**config.mk**
```make
export PLATFORM = sky130hd
export DESIGN_NAME = command_frame_encoder_crc16
export DESIGN_NICKNAME = d
export VERILOG_FILES = /design/src/rtl/cfecrc_pkg.sv /design/src/rtl/command_frame_encoder_crc16.sv
export VERILOG_INCLUDE_DIRS = /design/src /design/src/rtl
export SDC_FILE = /design/constraint.sdc
export NUM_CORES = 1
export LEC_CHECK = 0
export BUFFER_PORTS_ARGS = -buffer_cell sky130_fd_sc_hd__buf_2
export CORE_MARGIN = 5
export CORE_UTILIZATION = 52
export DETAILED_ROUTE_END_ITERATION = 12
export GPL_TIMING_DRIVEN = 0
export MAX_ROUTING_LAYER = met4
export PLACE_DENSITY_LB_ADDON = 0.25
export SLEW_MARGIN = 20
export SYNTH_ARGS = -nofsm -noshare
export SYNTH_HDL_FRONTEND = slang
export SYNTH_SLANG_ARGS = --single-unit
export TNS_END_PERCENT = 20
```
**constraint.sdc**
```tcl
create_clock -name clk -period 5.4 [get_ports clk]
set_input_delay 0.27 -clock clk [delete_from_list [all_inputs] [get_ports clk]]
set_output_delay 0.27 -clock clk [all_outputs]
set_load 0.01 [all_outputs]
```
**src/rtl/command_frame_encoder_crc16_defines.svh**
```systemverilog
`ifndef COMMAND_FRAME_ENCODER_CRC16_DEFINES_SVH
`define COMMAND_FRAME_ENCODER_CRC16_DEFINES_SVH

// same-cycle implication, held off during reset
`define CFE_ASSERT_IMPLIES(label, clk, rst_n, ante, cons) \
	label: assert property (@(posedge clk) disable iff (!rst_n) (ante) |-> (cons)) \
		else $error("frame encoder check failed");

// next-cycle implication, held off during reset
`define CFE_ASSERT_NEXT(label, clk, rst_n, ante, cons) \
	label: assert property (@(posedge clk) disable iff (!rst_n) (ante) |=> (cons)) \
		else $error("frame encoder check failed");

`endif

```
**src/rtl/cfecrc_pkg.sv**
```systemverilog
package cfecrc_pkg;

	typedef struct packed {
		logic [2:0]  mode;
		logic [7:0]  device_address;
		logic [15:0] register_address;
		logic [3:0]  byte_count;
		logic [63:0] data_bytes;
	} req_word_t;

	typedef struct packed {
		logic [7:0] frame_byte;
		logic       last_byte;
	} frame_word_t;

	typedef enum logic [1:0] {
		BK_DATA   = 2'd0,
		BK_CRC_LO = 2'd1,
		BK_CRC_HI = 2'd2
	} byte_kind_t;

	localparam logic [15:0] CRC_INIT       = 16'hFFFF;
	localparam logic [15:0] CRC_POLY_REF   = 16'hA001;
	localparam logic [7:0]  HDR_BASE       = 8'h80;
	localparam logic [2:0]  DEV_MODE_LIMIT = 3'd2;

	// CRC-16/MODBUS, one byte, LSB first
	function automatic logic [15:0] crc_update(input logic [15:0] crc_in, input logic [7:0] b);
		logic [15:0] c;
		c = crc_in ^ {8'h00, b};
		for (int i = 0; i < 8; i++) begin
			if (c[0]) begin
				c = (c >> 1) ^ CRC_POLY_REF;
			end else begin
				c = c >> 1;
			end
		end
		return c;
	endfunction

endpackage

```
**src/rtl/command_frame_encoder_crc16.sv**
```systemverilog
// channel | dir | handshake                 | word
// req     | in  | req_valid / req_ready     | one command request
// frame   | out | frame_valid / frame_ready | one frame byte, last_byte on CRC high
//
// Frames are 6 to 4+MAX_DATA_BYTES+2 bytes; the byte sequencer issues one byte per cycle
// while stage s1 can take it. The next request is taken in the same cycle that its
// predecessor's final byte leaves the sequencer.
// Stages: s1 byte select, s2 CRC update / CRC insert, s3 output register.
// Async reset clears the sequencer's busy flag and step and all stage valid bits; no clearing pass.
// A stall on frame_ready holds every full stage in place; empty stages still fill.
`include "command_frame_encoder_crc16_defines.svh"

module command_frame_encoder_crc16 #(
	parameter int MAX_DATA_BYTES = 8
) (
	input  logic                     clk,
	input  logic                     arst_n,
	input  logic                     req_valid,
	output logic                     req_ready,
	input  cfecrc_pkg::req_word_t    req,
	output logic                     frame_valid,
	input  logic                     frame_ready,
	output cfecrc_pkg::frame_word_t  frame
);
	import cfecrc_pkg::*;

	localparam int CNT_W  = $clog2(MAX_DATA_BYTES + 1);
	localparam int STEP_W = $clog2(MAX_DATA_BYTES + 6);
	localparam int DIDX_W = (MAX_DATA_BYTES > 1) ? $clog2(MAX_DATA_BYTES) : 1;

	localparam logic [STEP_W-1:0] STEP_HDR    = STEP_W'(0);
	localparam logic [STEP_W-1:0] STEP_DEV    = STEP_W'(1);
	localparam logic [STEP_W-1:0] STEP_REG_HI = STEP_W'(2);
	localparam logic [STEP_W-1:0] STEP_REG_LO = STEP_W'(3);

	typedef struct packed {
		logic [7:0]  frame_byte;
		byte_kind_t  kind;
		logic        first;
	} s1_word_t;

	// sequencer
	logic              busy_q;
	logic [STEP_W-1:0] step_q;
	logic [CNT_W-1:0]  cnt_q;
	logic              dev_q;
	logic [7:0]        hdr_q;
	logic [7:0]        dev_byte_q;
	logic [15:0]       reg_q;
	logic [7:0]        data_q [MAX_DATA_BYTES];

	// pipeline
	logic        v_s1, v_s2, v_s3;
	s1_word_t    p_s1;
	logic [15:0] crc_q;
	frame_word_t p_s2, p_s3;

	logic              rdy_s1, rdy_s2, rdy_s3;
	logic              mv12;
	logic              emit, last_step, acc;
	logic [CNT_W-1:0]  cnt_eff;
	logic [STEP_W-1:0] step_cnt, step_nxt;
	logic [DIDX_W-1:0] didx;
	s1_word_t          sel;

	assign rdy_s3 = !v_s3 || frame_ready;
	assign rdy_s2 = !v_s2 || rdy_s3;
	assign rdy_s1 = !v_s1 || rdy_s2;
	assign mv12   = v_s1 && rdy_s2;

	assign step_cnt  = STEP_W'(cnt_q);
	assign emit      = busy_q && rdy_s1;
	assign last_step = step_q == step_cnt + STEP_W'(5);
	assign req_ready = !busy_q || (emit && last_step);
	assign acc       = req_valid && req_ready;

	always_comb begin
		if (req.byte_count == 4'd0) begin
			cnt_eff = CNT_W'(1);
		end else if (req.byte_count > 4'(MAX_DATA_BYTES)) begin
			cnt_eff = CNT_W'(MAX_DATA_BYTES);
		end else begin
			cnt_eff = CNT_W'(req.byte_count);
		end
	end

	assign step_nxt = (step_q == STEP_HDR && !dev_q) ? STEP_REG_HI : step_q + STEP_W'(1);
	assign didx     = DIDX_W'(step_cnt + STEP_W'(3) - step_q);

	always_comb begin
		sel.frame_byte = 8'h00;
		sel.kind       = BK_DATA;
		sel.first      = 1'b0;
		if (step_q == STEP_HDR) begin
			sel.frame_byte = hdr_q;
			sel.first      = 1'b1;
		end else if (step_q == STEP_DEV) begin
			sel.frame_byte = dev_byte_q;
		end else if (step_q == STEP_REG_HI) begin
			sel.frame_byte = reg_q[15:8];
		end else if (step_q == STEP_REG_LO) begin
			sel.frame_byte = reg_q[7:0];
		end else if (step_q <= step_cnt + STEP_W'(3)) begin
			sel.frame_byte = data_q[didx];
		end else if (step_q == step_cnt + STEP_W'(4)) begin
			sel.kind = BK_CRC_LO;
		end else begin
			sel.kind = BK_CRC_HI;
		end
	end

	always_ff @(posedge clk or negedge arst_n) begin
		if (!arst_n) begin
			busy_q <= 1'b0;
			step_q <= STEP_HDR;
		end else if (acc) begin
			busy_q <= 1'b1;
			step_q <= STEP_HDR;
		end else if (emit && last_step) begin
			busy_q <= 1'b0;
		end else if (emit) begin
			step_q <= step_nxt;
		end
	end

	always_ff @(posedge clk) begin
		if (acc) begin
			cnt_q      <= cnt_eff;
			dev_q      <= req.mode < DEV_MODE_LIMIT;
			hdr_q      <= HDR_BASE | {1'b0, req.mode, 4'h0} | {5'h00, 3'(cnt_eff - CNT_W'(1))};
			dev_byte_q <= req.device_address;
			reg_q      <= req.register_address;
			for (int k = 0; k < MAX_DATA_BYTES; k++) begin
				data_q[k] <= req.data_bytes[k*8 +: 8];
			end
		end
	end

	always_ff @(posedge clk or negedge arst_n) begin
		if (!arst_n) begin
			v_s1 <= 1'b0;
			v_s2 <= 1'b0;
			v_s3 <= 1'b0;
		end else begin
			if (rdy_s1) begin
				v_s1 <= emit;
			end
			if (rdy_s2) begin
				v_s2 <= v_s1;
			end
			if (rdy_s3) begin
				v_s3 <= v_s2;
			end
		end
	end

	always_ff @(posedge clk) begin
		if (emit) begin
			p_s1 <= sel;
		end
		if (mv12) begin
			p_s2.last_byte <= p_s1.kind == BK_CRC_HI;
			case (p_s1.kind)
				BK_CRC_LO: p_s2.frame_byte <= crc_q[7:0];
				BK_CRC_HI: p_s2.frame_byte <= crc_q[15:8];
				default: begin
					p_s2.frame_byte <= p_s1.frame_byte;
					crc_q <= crc_update(p_s1.first ? CRC_INIT : crc_q, p_s1.frame_byte);
				end
			endcase
		end
		if (v_s2 && rdy_s3) begin
			p_s3 <= p_s2;
		end
	end

	assign frame_valid = v_s3;
	assign frame       = p_s3;

	`CFE_ASSERT_NEXT(a_acc_restarts, clk, arst_n, acc, busy_q && step_q == STEP_HDR)
	`CFE_ASSERT_IMPLIES(a_step_bound, clk, arst_n, busy_q, step_q <= step_cnt + STEP_W'(5))
	`CFE_ASSERT_IMPLIES(a_dev_mode, clk, arst_n, busy_q && step_q == STEP_DEV, dev_q && hdr_q[6:5] == 2'b00)
	`CFE_ASSERT_IMPLIES(a_hdr_mark, clk, arst_n, v_s1 && p_s1.first, p_s1.frame_byte[7] && p_s1.kind == BK_DATA)

endmodule
```
==> key figures <==
Clocking
  – Insertion delay of the later-clocked pin in the worst-skew pair: 0.41 ns
  – Clock tree from TritonCTS: yes
  – Clock Sinks: 152
  – Clock-pin slew on the worst setup and hold paths: 0.06 ns
  – Maximum level of the CTS H-tree: 4
  – Buffer cell driving the clock tree root: clkbuf_16
  – Post-cts gate resize count: 0
  – Clock buffer count from CTS: 17
  – Longest Clk Path Bufs: 2

Floorplanning
  – Effective utilization at floorplan: 0.533
  – Horiz. Die Dim: 121 um
  – Overall die height: 121 um
  – Std-Cell Rows: 40
  – Ports: 110
  – Floorplan die area: 14700 um2
  – Core region area: 12100 um2

Setup path
  – Worst-path fanout max: 52
  – WS Path Type: reg -> reg
  – Startpoint type of the worst setup path: register
  – Crit end category: register
  – Data arrival time of the critical path: 3.22 ns
  – Worst path required time: 5.50 ns

Timing
  – Worst hold slack: between 0.02 and 0.03 ns
  – Relative slew slack: 0.488
  – Worst Clk Skew: ~0.0083 ns
  – Unrepaired setup endpoints after global routing: false
  – Max-slew violation count: 0
  – Crit share post-route: 0.578
  – Number of setup violations in the final report: 0
  – Final min period: 3.12 ns
  – Number of hold violations in the final report: 0
  – Total negative slack for setup checks: 0 ns
  – Fmax: 320 MHz
  – Slew @ Worst Pin: 0.766 ns

Cells and area
  – Commonest non-fill, non-tap cell in the layout: edfxtp_1
  – Number of antenna repair diodes: 0
  – Ratio of cells with drive above 1 in the final layout: 0.303
  – Post-route core utilization: 0.648
  – Filler cell count: 898
  – Nets: 654
  – Area added between synthesis and finish: 21.5%
  – Commonest cells after routing, fill and taps aside: edfxtp_1 (144), buf_2 (113), xnor2_1 (34)

Routing
  – Via count: 3703
  – Remaining design rule violation count: 0
  – Via/cell ratio: between 5 and 6
  – Initial DRC Count: 202
  – DRT Wirelength: 11800 um
  – Avg WL per Cell: 16.4 um
  – Post-route ant nets: 0
  – Number of iterations in the first detailed-routing pass: 4

Global routing
  – Global routing met2 resource utilization: 0.289
  – GR Layer Usage met3: 0.0527
  – Via count of the first global-routing pass: ~3900
  – Maximum number of pins on one net before global-route repair: 53
  – Antenna violations before repair: 0
  – Layer with the highest usage: met2
  – Total global routing overflow: 0
  – GR Layer Usage met1: 0.221
  – Global-route wire length before repair: 19300 um
  – Global-route total usage across every layer: 0.178

Pwr
  – Final Total Pwr: 4800 uW
  – Total power per unit cell area: about 600 nW/um2
  – Maximum resistive drop on vdd: 0.293 mV
  – Static leakage: 0.00290 uW

Outcome
  – Run status: complete, no violations

Synth
  – Gate Count Post-Synth: 409
  – Distinct cells, synth: 37
  – Share of synthesized flip-flops with an asynchronous set or reset: 0.0526
  – Xor and xnor area share after synthesis: 0.0609
  – Adder-cell area share of the yosys netlist: 0.0322
  – Number of nets produced by synthesis: between 500 and 600
  – Top_reg_cell synth: edfxtp_1
  – Count of flip-flops with a built-in enable after synthesis: 144
  – Combinational family with the most area after synthesis: multiplexers
  – Yosys warnings: 0
  – Syn Area/Cell: 15.8 um2
  – Register bit total from synthesis: 152
  – Fraction of the mapped netlist area in compound gates: 0.0579
  – Area share of and/or/nand/nor cells after synthesis: 0.0603
  – Sequential area share after synthesis: 0.701
  – Netlist area before placement: 6460 um2
  – Fraction of synthesized area in multiplexers: 0.0698

Placement
  – Number of port buffers: 109
  – HPWL Detailed: 8570 um
  – GP Congestion: 0.843

Worst hold path
  – Type of the tightest min-delay check: in -> reg

Flow run
  – Max-Cap Viols: 0
==> synthesized netlist by cell type, types with 4 or more instances <==
cell type | instances | share of area
a21oi_1 | 20 | 0.016
a22oi_1 | 8 | 0.0093
and2_1 | 4 | 0.0039
buf_2 | 4 | 0.0031
clkbuf_1 | 8 | 0.0047
dfrtp_1 | 8 | 0.031
edfxtp_1 | 144 | 0.67
ha_1 | 15 | 0.029
inv_1 | 11 | 0.0064
mux2i_1 | 9 | 0.014
mux4_2 | 16 | 0.056
nand2_1 | 27 | 0.016
nor2_1 | 29 | 0.017
nor2b_1 | 6 | 0.0058
o211ai_1 | 8 | 0.0093
o21ai_0 | 12 | 0.0093
o311ai_0 | 6 | 0.0081
or2_2 | 6 | 0.0058
xnor2_1 | 34 | 0.046
xor2_1 | 9 | 0.012
==> worst paths after layout <==
path                               startpoint                      end  slack (ns)  cells past startpoint
setup reg to reg           cnt_q[0]$_DFFE_PP_   data_q[5][3]$_DFFE_PP_        2.28                     10
hold reg to reg             p_s2[5]$_DFFE_PP_       frame[5]$_DFFE_PP_        0.41                      0
setup / recovery           cnt_q[0]$_DFFE_PP_   data_q[5][3]$_DFFE_PP_        2.28                     10
min in group asynchronous              arst_n  frame_valid$_DFFE_PN0P_        0.23                      2
hold / removal                        req[36]   data_q[4][4]$_DFFE_PP_        0.03                      1
max in group asynchronous              arst_n    step_q[1]$_DFFE_PN0P_        4.99                      2
==> metal layers <==
layer	share of wire	vias up	routed length, um
met2	0.51	114	6070
met3	0.056	7	660
met1	0.42	1785	5010
met5	0	-	0
li1	-	1797	-
met4	0.0084	0	100
==> cell type report <==
class                   instances  area [um2]  share of cell area
well taps                     168         210              0.0268
repair buffers                111         583              0.0743
clock inverters                13         153              0.0195
flip-flops and latches        152        4520               0.577
multi-input cells             229        1820               0.232
inverters                      12        45.0             0.00574
plain buffers                  16        76.3             0.00973
clock buffers                  19         433              0.0552
==> repair_timing <==
item                                    4_1_cts  5_1_grt
hold buffers                                  1        0
hold endpoints to repair                      8        0
endpoints found under the setup margin        0        0
setup buffers                                 0        0
==> cell families after synthesis <==
logic type,count (synthesis)
buffers and inverters,28
muxes,25
DFF,152
xor gates and xnor gates,44
adders and majority gates,16
and+or+nand+nor,85
AOI/OAI and AO/OA,59
==> state kept, by name, summed over array words and instances, names as in the netlist <==
register,cells
dev_q,1
crc_q,16
reg_q,16
p_s2,9
v_s2,1
hdr_q,6
data_q,64
busy_q,1
p_s1,11
step_q,4
cnt_q,4
frame,9
dev_byte_q,8
v_s1,1
frame_valid,1
==> power breakdown <==
group	switching, uW	internal [uW]	total (uW)
registers	159	1720	1880
clock network	439	723	1160
logic	931	819	1750
total	1530	3270	4800
==> metrics by stage <==
stage	setup WS [ns]	instances	cell area (um2)
detailed placement	2.28	687	7250
CTS	2.26	720	7850
finish	2.28	720	7850
global placement	-0.559	686	7210
global route	2.02	720	7850
floorplan	0.473	409	6460
==> worst max-delay path, stage by stage, from the launching register on <==
cell,delay (ns)
edfxtp_1,0.45
inv_1,0.09
ha_1,0.36
inv_1,0.06
ha_1,0.30
nor2b_1,0.16
nand4_1,0.17
nand2_1,0.14
and2_1,0.13
clkbuf_4,0.59
buf_16,0.32
Power figures use the tool's default switching activity.
